## config.mk

```make
export PLATFORM = sky130hd
export DESIGN_NAME = json_string_escaper
export DESIGN_NICKNAME = d
export VERILOG_FILES = /design/src/rtl/jse_pkg.sv /design/src/rtl/jse_run_builder.sv /design/src/rtl/json_string_escaper.sv
export SDC_FILE = /design/constraint.sdc
export NUM_CORES = 1
export LEC_CHECK = 0
export ABC_AREA = 0
export BUFFER_PORTS_ARGS = -buffer_cell sky130_fd_sc_hd__buf_2
export CAP_MARGIN = 20
export CORE_UTILIZATION = 40
export DETAILED_ROUTE_END_ITERATION = 7
export GPL_TIMING_DRIVEN = 1
export PLACE_DENSITY = 0.57
export SYNTH_ARGS = -nofsm -noshare
export SYNTH_HDL_FRONTEND = slang
export SYNTH_SLANG_ARGS = --single-unit
```

## constraint.sdc

```tcl
create_clock -name clk -period 16.2 [get_ports clk]
set_clock_uncertainty 0.15 [all_clocks]
set_input_delay 3.24 -clock clk [delete_from_list [all_inputs] [get_ports clk]]
set_output_delay 3.24 -clock clk [all_outputs]
set_load 0.05 [all_outputs]
```

## src/rtl/jse_pkg.sv

```systemverilog
// ----------------------------------------------------------------------------
// jse_pkg
// Shared types, constants and helpers for the JSON string escaper.
// ----------------------------------------------------------------------------
package jse_pkg;

  localparam int ADDR_W      = 4;
  localparam int MAX_RESULTS = 13;
  localparam int PIECE_MAX   = 12;

  // register word indices, taken from paddr[3:2]
  localparam logic [1:0] REG_ESCAPE_SLASH     = 2'd0;
  localparam logic [1:0] REG_ESCAPE_HTML      = 2'd1;
  localparam logic [1:0] REG_ESCAPE_NON_ASCII = 2'd2;

  // allowed range of the next continuation byte
  localparam logic [2:0] RULE_80_BF = 3'd0;
  localparam logic [2:0] RULE_A0_BF = 3'd1;
  localparam logic [2:0] RULE_80_9F = 3'd2;
  localparam logic [2:0] RULE_90_BF = 3'd3;
  localparam logic [2:0] RULE_80_8F = 3'd4;

  localparam logic [7:0] CH_QUOTE = 8'h22;
  localparam logic [7:0] CH_BSL   = 8'h5C;
  localparam logic [7:0] CH_U     = 8'h75;

  typedef struct packed {
    logic escape_slash;
    logic escape_html;
    logic escape_non_ascii;
  } cfg_t;

  typedef struct packed {
    logic [7:0] in_byte;
    logic       has_byte;
    logic       first_of_string;
    logic       last_of_string;
  } item_t;

  typedef struct packed {
    logic        in_token;
    logic        failed;
    logic [20:0] code_accum;
    logic [1:0]  bytes_pending;
    logic [2:0]  second_byte_rule;
    logic [31:0] byte_offset;
    logic [31:0] sequence_start;
  } state_t;

  typedef struct packed {
    logic [MAX_RESULTS-1:0][7:0] bytes;
    logic [3:0]                  cnt;
    logic                        is_end;
    logic                        is_err;
    logic [31:0]                 err_off;
  } run_t;

  function automatic logic [7:0] hex_digit(input logic [3:0] n);
    hex_digit = (n < 4'd10) ? (8'h30 + {4'd0, n}) : (8'h37 + {4'd0, n});
  endfunction

  // backslash, u, four uppercase hex digits; entry 0 goes out first
  function automatic logic [5:0][7:0] hex16(input logic [15:0] v);
    logic [5:0][7:0] r;
    r[0] = CH_BSL;
    r[1] = CH_U;
    r[2] = hex_digit(v[15:12]);
    r[3] = hex_digit(v[11:8]);
    r[4] = hex_digit(v[7:4]);
    r[5] = hex_digit(v[3:0]);
    return r;
  endfunction

  function automatic logic cont_ok(input logic [7:0] b, input logic [2:0] rule);
    logic ok;
    case (rule)
      RULE_A0_BF: ok = b inside {[8'hA0:8'hBF]};
      RULE_80_9F: ok = b inside {[8'h80:8'h9F]};
      RULE_90_BF: ok = b inside {[8'h90:8'hBF]};
      RULE_80_8F: ok = b inside {[8'h80:8'h8F]};
      default:    ok = b inside {[8'h80:8'hBF]};
    endcase
    return ok;
  endfunction

endpackage

```

## src/rtl/jse_run_builder.sv

```systemverilog
// ----------------------------------------------------------------------------
// jse_run_builder
// Works out all token bytes caused by one item and the next decoder state.
// ----------------------------------------------------------------------------
module jse_run_builder (
  input  jse_pkg::item_t  item,
  input  jse_pkg::state_t st,
  input  jse_pkg::cfg_t   cfg,
  output jse_pkg::run_t   run,
  output jse_pkg::state_t st_next
);

  always_comb begin
    jse_pkg::state_t                             s;
    logic [jse_pkg::PIECE_MAX-1:0][7:0]          piece;
    logic [3:0]                                  pcnt;
    logic                                        perr;
    logic [31:0]                                 perr_off;
    logic                                        cerr;
    logic                                        cquote;
    logic [31:0]                                 here;
    logic [7:0]                                  b;
    logic [20:0]                                 acc;
    logic [20:0]                                 p;
    logic [15:0]                                 hi;
    logic [15:0]                                 lo;
    logic [3:0]                                  o;
    logic [3:0]                                  j;
    logic                                        has_close;
    logic [7:0]                                  close_byte;

    b        = item.in_byte;
    s        = st;
    piece    = '0;
    pcnt     = 4'd0;
    perr     = 1'b0;
    perr_off = '0;
    cerr     = 1'b0;
    cquote   = 1'b0;
    acc      = '0;
    p        = '0;
    hi       = '0;
    lo       = '0;

    if (item.first_of_string) begin
      s          = '0;
      s.in_token = 1'b1;
    end
    here = s.byte_offset;

    if (item.has_byte && s.in_token && !s.failed) begin
      s.byte_offset = s.byte_offset + 32'd1;
      if (s.bytes_pending != 2'd0) begin
        if (!jse_pkg::cont_ok(b, s.second_byte_rule)) begin
          perr     = 1'b1;
          perr_off = s.sequence_start;
        end else begin
          acc                = {s.code_accum[14:0], b[5:0]};
          s.code_accum       = acc;
          s.second_byte_rule = jse_pkg::RULE_80_BF;
          s.bytes_pending    = s.bytes_pending - 2'd1;
          if (!cfg.escape_non_ascii) begin
            piece[0] = b;
            pcnt     = 4'd1;
          end else if (s.bytes_pending == 2'd0) begin
            if (acc <= 21'h00FFFF) begin
              piece[5:0] = jse_pkg::hex16(acc[15:0]);
              pcnt       = 4'd6;
            end else begin
              // surrogate pair
              p           = acc - 21'h010000;
              hi          = 16'hD800 + {6'd0, p[19:10]};
              lo          = 16'hDC00 + {6'd0, p[9:0]};
              piece[5:0]  = jse_pkg::hex16(hi);
              piece[11:6] = jse_pkg::hex16(lo);
              pcnt        = 4'd12;
            end
          end
        end
      end else if (!b[7]) begin
        if (b == jse_pkg::CH_QUOTE || b == jse_pkg::CH_BSL ||
            (b == 8'h2F && cfg.escape_slash)) begin
          piece[0] = jse_pkg::CH_BSL;
          piece[1] = b;
          pcnt     = 4'd2;
        end else if ((b == 8'h3C || b == 8'h3E || b == 8'h26) && cfg.escape_html) begin
          piece[5:0] = jse_pkg::hex16({8'd0, b});
          pcnt       = 4'd6;
        end else if (b < 8'h20) begin
          piece[0] = jse_pkg::CH_BSL;
          pcnt     = 4'd2;
          case (b)
            8'h08:   piece[1] = 8'h62;
            8'h0C:   piece[1] = 8'h66;
            8'h0A:   piece[1] = 8'h6E;
            8'h0D:   piece[1] = 8'h72;
            8'h09:   piece[1] = 8'h74;
            default: begin
              piece[5:0] = jse_pkg::hex16({8'd0, b});
              pcnt       = 4'd6;
            end
          endcase
        end else begin
          piece[0] = b;
          pcnt     = 4'd1;
        end
      end else begin
        s.sequence_start   = here;
        s.second_byte_rule = jse_pkg::RULE_80_BF;
        case (b) inside
          [8'hC2:8'hDF]: begin
            s.code_accum    = {16'd0, b[4:0]};
            s.bytes_pending = 2'd1;
          end
          [8'hE0:8'hEF]: begin
            s.code_accum    = {17'd0, b[3:0]};
            s.bytes_pending = 2'd2;
            if (b == 8'hE0) s.second_byte_rule = jse_pkg::RULE_A0_BF;
            else if (b == 8'hED) s.second_byte_rule = jse_pkg::RULE_80_9F;
          end
          [8'hF0:8'hF4]: begin
            s.code_accum    = {18'd0, b[2:0]};
            s.bytes_pending = 2'd3;
            if (b == 8'hF0) s.second_byte_rule = jse_pkg::RULE_90_BF;
            else if (b == 8'hF4) s.second_byte_rule = jse_pkg::RULE_80_8F;
          end
          default: begin
            perr     = 1'b1;
            perr_off = here;
          end
        endcase
        if (!perr && !cfg.escape_non_ascii) begin
          piece[0] = b;
          pcnt     = 4'd1;
        end
      end
    end

    if (perr) begin
      s.failed           = 1'b1;
      s.in_token         = 1'b0;
      s.bytes_pending    = 2'd0;
      s.second_byte_rule = jse_pkg::RULE_80_BF;
      s.code_accum       = '0;
    end

    if (item.last_of_string && s.in_token && !s.failed) begin
      if (s.bytes_pending != 2'd0) begin
        // string ended inside a multi-byte sequence
        cerr               = 1'b1;
        perr_off           = s.sequence_start;
        s.failed           = 1'b1;
        s.in_token         = 1'b0;
        s.bytes_pending    = 2'd0;
        s.second_byte_rule = jse_pkg::RULE_80_BF;
        s.code_accum       = '0;
      end else begin
        cquote     = 1'b1;
        s.in_token = 1'b0;
      end
    end

    o          = item.first_of_string ? 4'd1 : 4'd0;
    has_close  = perr | cerr | cquote;
    close_byte = cquote ? jse_pkg::CH_QUOTE : 8'h00;

    for (int i = 0; i < jse_pkg::MAX_RESULTS; i++) begin
      j = 4'(i) - o;
      if (4'(i) < o) run.bytes[i] = jse_pkg::CH_QUOTE;
      else if (4'(i) < o + pcnt) run.bytes[i] = piece[j];
      else run.bytes[i] = close_byte;
    end
    run.cnt     = o + pcnt + {3'd0, has_close};
    run.is_end  = has_close;
    run.is_err  = perr | cerr;
    run.err_off = (perr | cerr) ? perr_off : 32'd0;
    st_next     = s;
  end

endmodule

```

## src/rtl/json_string_escaper.sv

```systemverilog
// ----------------------------------------------------------------------------
// json_string_escaper
// Streams the bytes of a UTF-8 string out as a quoted, escaped JSON token.
// ----------------------------------------------------------------------------
// path: the input register holds an accepted beat until its run is loaded into the result register
// throughput: one input beat per cycle while each item gives at most one byte
//   and the output is not stalled; an item giving several result beats (up to
//   13) holds the output register until all are taken, the input register takes the next beat meanwhile
// reset: synchronous, clears decoder state, options and both pipeline stages
module json_string_escaper (
  input  logic                       clk,
  input  logic                       rst,
  // input channel
  input  logic                       in_valid,
  output logic                       in_ready,
  input  logic [7:0]                 in_byte,
  input  logic                       has_byte,
  input  logic                       first_of_string,
  input  logic                       last_of_string,
  // output channel
  output logic                       out_valid,
  input  logic                       out_ready,
  output logic [7:0]                 out_byte,
  output logic                       last_of_run,
  output logic                       end_of_token,
  output logic                       status,
  output logic [31:0]                error_offset,
  // config port
  input  logic                       psel,
  input  logic                       penable,
  input  logic                       pwrite,
  input  logic [jse_pkg::ADDR_W-1:0] paddr,
  input  logic [31:0]                pwdata,
  output logic [31:0]                prdata,
  output logic                       pready
);

  jse_pkg::cfg_t   cfg;
  jse_pkg::item_t  in_q;
  logic            in_held;
  jse_pkg::state_t st;
  jse_pkg::state_t st_next;
  jse_pkg::run_t   run_new;

  logic [jse_pkg::MAX_RESULTS-1:0][7:0] run_bytes;
  logic [3:0]                           run_cnt;
  logic                                 run_end;
  logic                                 run_err;
  logic [31:0]                          run_off;
  logic [3:0]                           idx;
  logic                                 busy;

  logic at_last;
  logic run_free;
  logic move;
  logic cfg_wr;

  assign pready = 1'b1;
  assign cfg_wr = psel && penable && pwrite;

  always_comb begin
    case (paddr[3:2])
      jse_pkg::REG_ESCAPE_SLASH:     prdata = {31'd0, cfg.escape_slash};
      jse_pkg::REG_ESCAPE_HTML:      prdata = {31'd0, cfg.escape_html};
      jse_pkg::REG_ESCAPE_NON_ASCII: prdata = {31'd0, cfg.escape_non_ascii};
      default:                       prdata = 32'd0;
    endcase
  end

  always_ff @(posedge clk) begin
    if (rst) begin
      cfg <= '0;
    end else if (cfg_wr) begin
      case (paddr[3:2])
        jse_pkg::REG_ESCAPE_SLASH:     cfg.escape_slash     <= pwdata[0];
        jse_pkg::REG_ESCAPE_HTML:      cfg.escape_html      <= pwdata[0];
        jse_pkg::REG_ESCAPE_NON_ASCII: cfg.escape_non_ascii <= pwdata[0];
        default: ;
      endcase
    end
  end

  jse_run_builder u_builder (
    .item    (in_q),
    .st      (st),
    .cfg     (cfg),
    .run     (run_new),
    .st_next (st_next)
  );

  assign at_last  = (idx == run_cnt - 4'd1);
  assign run_free = !busy || (out_ready && at_last);
  assign move     = in_held && run_free;
  assign in_ready = !in_held || move;

  // input register
  always_ff @(posedge clk) begin
    if (rst) begin
      in_held <= 1'b0;
    end else begin
      in_held <= (in_valid && in_ready) || (in_held && !move);
    end
  end

  always_ff @(posedge clk) begin
    if (in_valid && in_ready) begin
      in_q.in_byte         <= in_byte;
      in_q.has_byte        <= has_byte;
      in_q.first_of_string <= first_of_string;
      in_q.last_of_string  <= last_of_string;
    end
  end

  // decoder state advances when the held item moves into the result stage
  always_ff @(posedge clk) begin
    if (rst) begin
      st <= '0;
    end else if (move) begin
      st <= st_next;
    end
  end

  // result stage
  always_ff @(posedge clk) begin
    if (rst) begin
      busy <= 1'b0;
      idx  <= 4'd0;
    end else if (move && run_new.cnt != 4'd0) begin
      busy <= 1'b1;
      idx  <= 4'd0;
    end else if (busy && out_ready) begin
      if (at_last) busy <= 1'b0;
      else idx <= idx + 4'd1;
    end
  end

  always_ff @(posedge clk) begin
    if (move && run_new.cnt != 4'd0) begin
      run_bytes <= run_new.bytes;
      run_cnt   <= run_new.cnt;
      run_end   <= run_new.is_end;
      run_err   <= run_new.is_err;
      run_off   <= run_new.err_off;
    end
  end

  assign out_valid    = busy;
  assign out_byte     = run_bytes[idx];
  assign last_of_run  = at_last;
  assign end_of_token = at_last && run_end;
  assign status       = at_last && run_err;
  assign error_offset = (at_last && run_err) ? run_off : 32'd0;

endmodule

```

## Word level (Yosys, flattened, before mapping)

Cells that the tools add are included.
W data, S select, Z words.

| cells by class | value |
|---|---|
| $add $sub $neg | 48 |
| multiply operators | 0 |
| div/mod/pow operators | 0 |
| order comparisons | 67 |
| eq/ne operators | 22 |
| shift operators | 0 |
| mux-type cells | 138 |
| bitwise operators | 3 |
| reductions and logical operators | 53 |

Operators by type and width:

| operator | count |
|---|---|
| $bmux W8 S4 | 14 |
| $mux W32 | 14 |
| $mux W8 | 43 |
| $mux W96 | 3 |
| $mux W48 | 5 |
| $add A6 B4 Y7 const A | 26 |
| $mux W92 | 1 |
| $mux W90 | 1 |
| $mux W88 | 1 |
| $mux W40 | 2 |
| $mux W26 | 3 |
| $lt A4 B5 Y1 const B | 14 |
| $mux W23 | 3 |
| $mux W28 | 2 |
| $lt A4 B4 Y1 const B | 13 |
| $ge A8 B8 Y1 const B | 6 |
| $le A8 B8 Y1 const B | 6 |
| $eq A8 B4 Y1 const B | 5 |
| $eq A8 B6 Y1 const B | 5 |
| $lt A4 B4 Y1 const A | 10 |
| $mux W4 | 10 |
| $add A15 B11 Y16 const A | 2 |
| $add A32 B1 Y32 const B | 1 |
| $eq A8 B8 Y1 const B | 4 |
| 43 further kinds | 137 |

| storage, ports and cells | value |
|---|---|
| register bits after elaboration | 254 |
| latch bits | 0 |
| RAM bits | 0 |
| bits in read-only memories | 0 |
| input port bits | 54 |
| output and inout port bits | 78 |
| logic and storage cells | 365 |
| memories | 0 |

## Logic depth before layout (Yosys ltp)

Gate-level depths: netlist of the first run.

| depth | value |
|---|---|
| depth after elaboration | 22 |
| mapped depth | 22 |
| depth with buffers taken out | 18 |

## Cells and area by module

Synthesis of the first run repeated with hierarchy kept, for this count alone.

| second synthesis, totals | value |
|---|---|
| cells, all modules | 1778 |
| area total of the unflattened synthesis | 15459.8 µm² |

Modules (own cells, without submodules):

| module | times used | cells an instance | area each (µm²) | seq. area each (µm²) |
|---|---|---|---|---|
| json_string_escaper | 1 | 759 | 9564.2 | 6616.3 |
| jse_run_builder | 1 | 1019 | 5895.7 | 0.0 |

## Worst setup path before layout of the first run

No wires, ideal clock.

| timing path | value |
|---|---|
| path type | input-to-reg |
| start point | in out_ready |
| end point | reg idx[0] |
| library setup time | 0.130 ns |
| data arrival time | 14.517 ns |
| required time | 15.920 ns |
| path slack | 1.402 ns |
| stages | 6 |
| buffers on the path | 1 |
| cell sequence | a41oi_1 -> nand2b_1 -> clkbuf_1 -> a211oi_1 -> or2_2 -> nor2_1 |

| on the way | value |
|---|---|
| longest elaborated chain between the ends | 5 |
| elaborated cells on any way between the ends | 7 |
| classes of those cells | 7 x reduce/logical |

RTL lines:

| item | RTL line | RTL |
|---|---|---|
| start, declared | json_string_escaper.sv:22 | `input logic out_ready,` |
| $logic_and A1 B1 Y1 | json_string_escaper.sv:92 | `assign run_free = !busy \|\| (out_ready && at_last);` |
| $logic_or A1 B1 Y1 | json_string_escaper.sv:92 |  |
| $logic_and A1 B1 Y1 | json_string_escaper.sv:93 | `assign move = in_held && run_free;` |
| $logic_and A1 B1 Y1 | json_string_escaper.sv:128 | `end else if (move && run_new.cnt != 4'd0) begin` |
| $reduce_or A2 Y1 (no line) | - |  |
| end signal, assigned | json_string_escaper.sv:133 | `else idx <= idx + 4'd1;` |
| end, declared | json_string_escaper.sv:50 | `logic [3:0] idx;` |

Several ways; a longest one is shown, not always the timed one.
A chain may end at the register's enable or synchronous reset.

## Worst setup path after layout of the first run

| timing path | value |
|---|---|
| start point | in out_ready |
| end point | out in_ready |

| on the way | value |
|---|---|
| longest elaborated chain between the ends | 4 |

RTL lines:

| item | RTL line | RTL |
|---|---|---|
| $logic_and A1 B1 Y1 | json_string_escaper.sv:92 |  |
| $logic_or A1 B1 Y1 | json_string_escaper.sv:92 |  |
| $logic_and A1 B1 Y1 | json_string_escaper.sv:93 |  |
| $logic_or A1 B1 Y1 | json_string_escaper.sv:94 | `assign in_ready = !in_held \|\| move;` |
| end, declared | json_string_escaper.sv:15 | `output logic in_ready,` |

Every way passes these cells.

==> flow_metrics.env, run 1 <==
export IMPL_io_pins=132
export IMPL_critPathLaunchType="input port"
export IMPL_worst_path_largest_cell_delay_ns=0.68
export IMPL_yosysMostFrequentCell="nor2_1"
export IMPL_ys_types=95
export IMPL_worstPathArrival_ns=4.45
export IMPL_clock_latency_ns=0.54
export IMPL_setup_tns_ns=0
export IMPL_synth_edff_count=141
export IMPL_core_area_um2=33620
export IMPL_die_area_um2=35020
export IMPL_grt_setup_unrepaired="false"
export IMPL_postRouteWirelength_um=39040
export IMPL_p_leak_nw=5.343
export IMPL_cp_common_cell="buf_2"
export IMPL_finalMaxSlewViolations=0
export IMPL_p_per_area_nw_per_um2=97.34
export IMPL_synthAdderAreaFrac_pct=2.920
export IMPL_hold_buffers=0
export IMPL_instances_no_fill=1940
export IMPL_ctsResizeCount=0
export IMPL_endpoint_kind="primary output"
export IMPL_crit_path_cell_trace="buf_2 > a41oi_1 > nand2_1 > buf_2"
export IMPL_cts_sinks=236
export IMPL_postCtsSetupBuffers=0
export IMPL_grt_use_total_pct=21.74
export IMPL_die_height_um=187.1
export IMPL_layout_nets=1558
export IMPL_viasPerCell=5.857
export IMPL_fin_crit_sh_pct=48.42
export IMPL_drv_cap=0
export IMPL_placed_cells=1890
export IMPL_route_detailed_drc=0
export IMPL_grt_pass1_vias=10367
export IMPL_synth_ff_type="edfxtp_1"
export IMPL_hold_path_class="flop to flop"
export IMPL_dr_total_vias=11362
export IMPL_synthTopCellsByArea="edfxtp_1 31%, dfxtp_1 14%, nor2_1 4.2%, nand2_1 4.1%, a21oi_1 3.1%"
export IMPL_overflow=0
export IMPL_setup_viol=0
export IMPL_critical_path_class="input port to primary output"
export IMPL_io_buffers=66
export IMPL_synthArstFlopShare_pct=0
export IMPL_max_freq_ghz=0.1275
export IMPL_reg2reg_depth=16
export IMPL_hold_viol_final=0
export IMPL_die_width_um=187.1
export IMPL_ir_drop_uv=77.78
export IMPL_clkTransAtPathRegs_ns=0.06
export IMPL_synth_top_family_by_area="simple AND/OR/NAND/NOR gates"
export IMPL_yosys_top_cells_count="152 x nor2_1, 151 x nand2_1, 141 x edfxtp_1"
export IMPL_first_pass_iters=6
export IMPL_cts_buffers=27
export IMPL_num_rows=67
export IMPL_clock_path_buffers=3
export IMPL_avgSynthCellArea_um2=9.449
export IMPL_cts_htree_levels=1
export IMPL_drive_gt1_share_pct=12.53
export IMPL_synthXorXnorAreaFrac_pct=2.665
export IMPL_tightestPinTransition_ns=1.027
export IMPL_ys_ff_latch=236
export IMPL_synth_mux_area_share_pct=4.672
export IMPL_start_util_pct=40.79
export IMPL_pre_cts_ws_ns=8.416
export IMPL_gp_congestion=0.9219
export IMPL_synth_compound_area_share_pct=19.41
export IMPL_synth_cells=1451
export IMPL_status="finished, final reports clean"
export IMPL_tritoncts="built"
export IMPL_cp_max_fo=5
export IMPL_synth_area_um2=13710
export IMPL_relSlewSlack_pct=31.54
export IMPL_detail_route_wl_per_cell_um=20.13
export IMPL_syn_to_final_growth_pct=10.29
export IMPL_fin_crit_ns=7.844
export IMPL_hpwl_um=27160
export IMPL_drtIter0Drc=1214
export IMPL_yosysSeqAreaShare_pct=44.75
export IMPL_yosys_area_top_type_share_pct=30.88
export IMPL_yosys_warnings=0
export IMPL_cts_root_buf="clkbuf_16"
export IMPL_grt_start_max_net_pins=76
export IMPL_cp_data_required_time_ns=12.81
export IMPL_synth_area_leader_cell="edfxtp_1"
export IMPL_antenna_found_initial=0
export IMPL_whs_path_depth=2
export IMPL_grt_pass1_wl_um=60550
export IMPL_critPathSlowestCell="a41oi_1"
export IMPL_setup_ws_ns=8.356
export IMPL_synth_simple_area_share_pct=19.49
export IMPL_antenna_left=0
export IMPL_antenna_cells=0
per-layer routing:
metal  GRT usage [%]  wire length (µm)  vias to the layer above
met1           33.51             19060                     5453
met5               0                 0                        -
met2           31.17             16170                      482
met4           6.810              1025                        0
met3           2.871              2786                       73
li1                -                 -                     5354
cell type report:
class,instances,area (µm²)
Tap cell,448,560.5
Timing Repair Buffer,84,483.0
Clock inverter,12,91.34
Clock buffer,37,763.2
Multi-Input combinational cell,1085,6943
Inverter,38,142.6
Sequential cell,236,6137
Fill cell,3200,18500
layout by cell type, fill, tap and decap left out, drive strengths merged, types with 6 or more instances in the layout:
cell,instances
a211oi,10
a21o,6
a21oi,85
a221oi,6
a22o,36
a22oi,40
a31oi,18
a32o,7
and2,15
and3,53
buf,83
clkbuf,38
clkinv,7
conb,44
dfxtp,95
edfxtp,141
ha,32
inv,41
mux2i,19
mux4,18
nand2,151
nand2b,6
nand3,30
nand4,19
nor2,153
nor2b,21
nor3,38
nor3b,8
nor4,10
nor4b,6
o211ai,14
o21a,6
o21ai,87
o22ai,9
or2,6
or3,9
xnor2,32
xor2,8
flip-flops by register name (all words and copies together), names as in the netlist:
name	flops
cfg	3
idx	4
in_q	11
run_end	1
st	86
out_valid	1
run_bytes	92
in_held	1
run_off	32
run_err	1
run_cnt	4
worst paths after layout:
kind / startpoint / endpoint / slack [ns]
worst max-delay path: out_ready / in_ready / 8.36
worst min-delay path: st[68] / st[68] / 0.32
worst max register to register: in_q[8] / run_bytes[36] / 8.86
worst min register to register: st[68] / st[68] / 0.32
cell families after synthesis:
group	after synthesis
compound gates	384
xor+xnor	40
fa+ha+maj	32
flops	236
other cells	2
simple gates	544
buf+inv	172
mux	41
where the power goes:
part	switching (W)	internal, W
clock network	0.000239	0.000344
registers	0.0000215	0.000677
logic	0.000139	0.0000507
worst max-delay path: cells and delay by family:
family	cells	cell delay (ns)
compound gates	1	0.68
buf+inv	2	0.36
simple gates	1	0.16
through the flow:
step                      utilization, %  instance area [µm²]  hold WS [ns]  total power, W
after CTS                          44.91                15100        0.3120        0.001483
after global placement             42.36                14240        0.2970       0.0008962
final                              44.98                15120        0.3152        0.001472
after floorplan                        -                13870        0.2774       0.0008600
after global routing               44.98                15120        0.3418        0.001528
after detailed placement           42.36                14240        0.2987       0.0008985
(Power assumes the default switching activity.)
==> inputs of run 2 (changes only) <==
- ABC_AREA: 0 -> 1
- PLACE_DENSITY: 0.57 -> 0.58
- clock period: 16.2 -> 7 ns (I/O delays scaled with it)
==> run 2 against run 1 <==
Clock power grew to 2.6 times the previous value. Wire length grew 22%. Register-to-register slack lost 7.8 ns. Count of clock-buffer cells in the layout shrank 1. Global-route usage grew 2.9 points. Flip-flop and latch count is the same. Critical path depth grew 18. Highest routed layer unchanged.
==> flow_metrics.env, run 2 <==
export IMPL_ir_drop_uv=158.9
export IMPL_finalMaxSlewViolations=0
export IMPL_regMostFlops="run_bytes"
export IMPL_tritoncts="built"
export IMPL_grt_pass1_vias=12923
export IMPL_grt_use_total_pct=24.65
export IMPL_cp_max_fo=77
export IMPL_instances_no_fill=2540
export IMPL_worst_path_largest_cell_delay_ns=0.74
export IMPL_yosysMostFrequentCell="nand2_1"
export IMPL_start_util_pct=40.83
export IMPL_synth_edff_count=141
export IMPL_status="finished, final reports clean"
export IMPL_p_switching_w=0.001128
export IMPL_ctsResizeCount=0
export IMPL_drive_gt1_share_pct=10.76
export IMPL_synthTopCellsByArea="edfxtp_1 28%, dfxtp_1 13%, nand2_1 9.2%, o21ai_0 7.0%, nor2_1 6.5%"
export IMPL_hold_buffers=0
export IMPL_synth_cells=2021
export IMPL_p_int_w=0.002576
export IMPL_layout_nets=2137
export IMPL_drtIter0Drc=1418
export IMPL_placed_area_um2=15600
export IMPL_grt_pass1_wl_um=73600
export IMPL_cts_buffers=28
export IMPL_fin_crit_ns=5.948
export IMPL_gp_congestion=0.9389
export IMPL_fin_crit_sh_pct=84.97
export IMPL_cp_data_required_time_ns=7.07
export IMPL_reg_top3="run_bytes x92, st x86, run_off x32"
export IMPL_hold_viol_final=0
export IMPL_synth_area_leader_cell="edfxtp_1"
export IMPL_mostFrequentLayoutCell="nand2_1"
export IMPL_hpwl_um=33800
export IMPL_viasPerCell=5.472
export IMPL_placed_cells=2488
export IMPL_yosysSeqAreaShare_pct=40.85
export IMPL_clock_latency_ns=0.57
export IMPL_io_pins=132
export IMPL_seqPwrFrac_pct=43.2
export IMPL_synthArstFlopShare_pct=0
export IMPL_route_detailed_drc=0
export IMPL_clock_path_buffers=3
export IMPL_setup_viol=0
export IMPL_critPathLaunchType="flop"
export IMPL_antenna_left=0
export IMPL_die_height_um=195.8
export IMPL_startpoint="in_q[1]"
export IMPL_first_pass_iters=5
export IMPL_r2r_start="in_q[1]"
export IMPL_postLayoutCellArea_um2=16560
export IMPL_postRouteWirelength_um=47730
export IMPL_cts_sinks=236
export IMPL_grt_setup_unrepaired="false"
export IMPL_largest_register_ffs=92
export IMPL_io_buffers=66
export IMPL_swShare_pct=30.45
export IMPL_tightestPinTransition_ns=0.9828
export IMPL_avgSynthCellArea_um2=7.432
export IMPL_p_leak_nw=6.422
export IMPL_postCtsSetupBuffers=0
export IMPL_cts_htree_levels=1
export IMPL_setup_tns_ns=0
export IMPL_synth_area_um2=15020
export IMPL_die_width_um=195.8
export IMPL_synth_ff_type="edfxtp_1"
export IMPL_pwr_share_clk_pct=40.2
export IMPL_cp_common_cell="nand2_1"
export IMPL_comb_power_share_pct=16.6
export IMPL_antenna_cells=0
export IMPL_core_area_um2=36790
export IMPL_antenna_found_initial=0
export IMPL_crit_path_cell_trace="buf_4 > buf_4 > nor2_4 > nand2_1 > nor2_1 > nand3_1 > nand2_1 > nand2_4 > nor2_2 > inv_2 > nor2_2 > nor2_1 > inv_1 > ha_1 > ha_1 > nand3_1 > nand2_1 > nor2_1 > nand3_1 > nand2_1 > inv_4 > buf_4"
export IMPL_clkTransAtPathRegs_ns=0.06
export IMPL_min_from="st[11]"
export IMPL_drv_cap=0
export IMPL_yosys_top_cells_count="368 x nand2_1, 262 x nor2_1, 225 x inv_1"
export IMPL_ys_types=61
export IMPL_detail_route_wl_per_cell_um=18.79
export IMPL_critical_path_class="flop to flop"
export IMPL_die_area_um2=38330
export IMPL_dr_total_vias=13898
export IMPL_num_rows=70
export IMPL_fillCellCount=3746
export IMPL_yosys_warnings=0
export IMPL_yosys_area_top_type_share_pct=28.19
export IMPL_p_per_area_nw_per_um2=223.7
export IMPL_worstPathArrival_ns=6.02
export IMPL_hold_path_class="flop to flop"
export IMPL_cts_root_buf="clkbuf_16"
export IMPL_ys_ff_latch=236
export IMPL_grt_start_max_net_pins=78
export IMPL_relSlewSlack_pct=34.48
export IMPL_endpoint_kind="flop"
export IMPL_overflow=0
export IMPL_critPathSlowestCell="inv_4"
export IMPL_layout_common_cells="367 x nand2_1, 262 x nor2_1, 223 x inv_1"
export IMPL_max_freq_ghz=0.1681
export IMPL_syn_to_final_growth_pct=10.22
==> run 2: path summary, 6_finish.rpt <==
check | endpoint | slack (ns) | cells past startpoint
worst max-delay path | run_off[22] | 1.05 | 22
worst min-delay path | st[11] | 0.31 | 2
worst max register to register | run_off[22] | 1.05 | 22
worst min register to register | st[11] | 0.31 | 2
==> run 2: cell families (layout without fill, tap and decap cells) <==
family / count (synthesis) / count (layout) / share of synthesized area [%]
compound gates: 458 / 458 / 17.60
xor+xnor: 34 / 34 / 1.983
fa+ha+maj: 32 / 32 / 2.666
buf+inv: 387 / 396 / 11.05
flops: 236 / 236 / 40.85
other cells: 2 / 44 / 0.05000
simple gates: 872 / 872 / 25.80
==> run 2: stage by stage <==
step           utilization [%]  setup slack, ns  total power (W)  hold slack [ns]
2_1_floorplan                -           0.6442         0.002080           0.2801
3_3_place_gp             42.32            1.155         0.002227           0.2894
3_5_place_dp             42.40            1.096         0.002237           0.2961
4_1_cts                  44.93            1.087         0.003731           0.3065
5_1_grt                  45.01           0.6554         0.003851           0.3326
6_report                 45.01            1.052         0.003704           0.3067
==> run 2: layout make-up <==
class | count | area (µm²) | share of cell area [%]
Multi-Input combinational cell | 1440 | 7385 | 44.60
Sequential cell | 236 | 6136 | 37.06
Inverter | 255 | 967.2 | 5.842
Clock buffer | 36 | 750.7 | 4.534
Tap cell | 468 | 585.6 | 3.537
Timing Repair Buffer | 90 | 550.5 | 3.325
Clock inverter | 15 | 181.4 | 1.096
==> run 2: per-layer routing <==
metal / up-vias / track usage (%) / wire [µm]
met2: 500 / 38.72 / 21150
met1: 6553 / 35.05 / 22050
li1: 6770 / - / -
met5: - / 0 / 0
met3: 75 / 3.146 / 3263
met4: 0 / 8.073 / 1274
==> run 2: worst max-delay path, delay by kind of cell (launching register included) <==
| kind | cells | cell delay (ns) |
|---|---|---|
| buffers and inverters | 6 | 2.46 |
| and+or+nand+nor | 14 | 1.65 |
| adders and majority gates | 2 | 0.87 |
| DFF | 1 | 0.39 |
==> run 2: power by group through the flow <==
| stage | Sequential, W | Combinational [W] | Clock, W |
|---|---|---|---|
| after global routing | 0.00161 | 0.000668 | 0.00157 |
| after detailed placement | 0.00163 | 0.000607 | 0 |
| final | 0.00160 | 0.000614 | 0.00149 |
| after floorplan | 0.00162 | 0.000460 | 0 |
| after global placement | 0.00163 | 0.000598 | 0 |
| after CTS | 0.00160 | 0.000609 | 0.00152 |
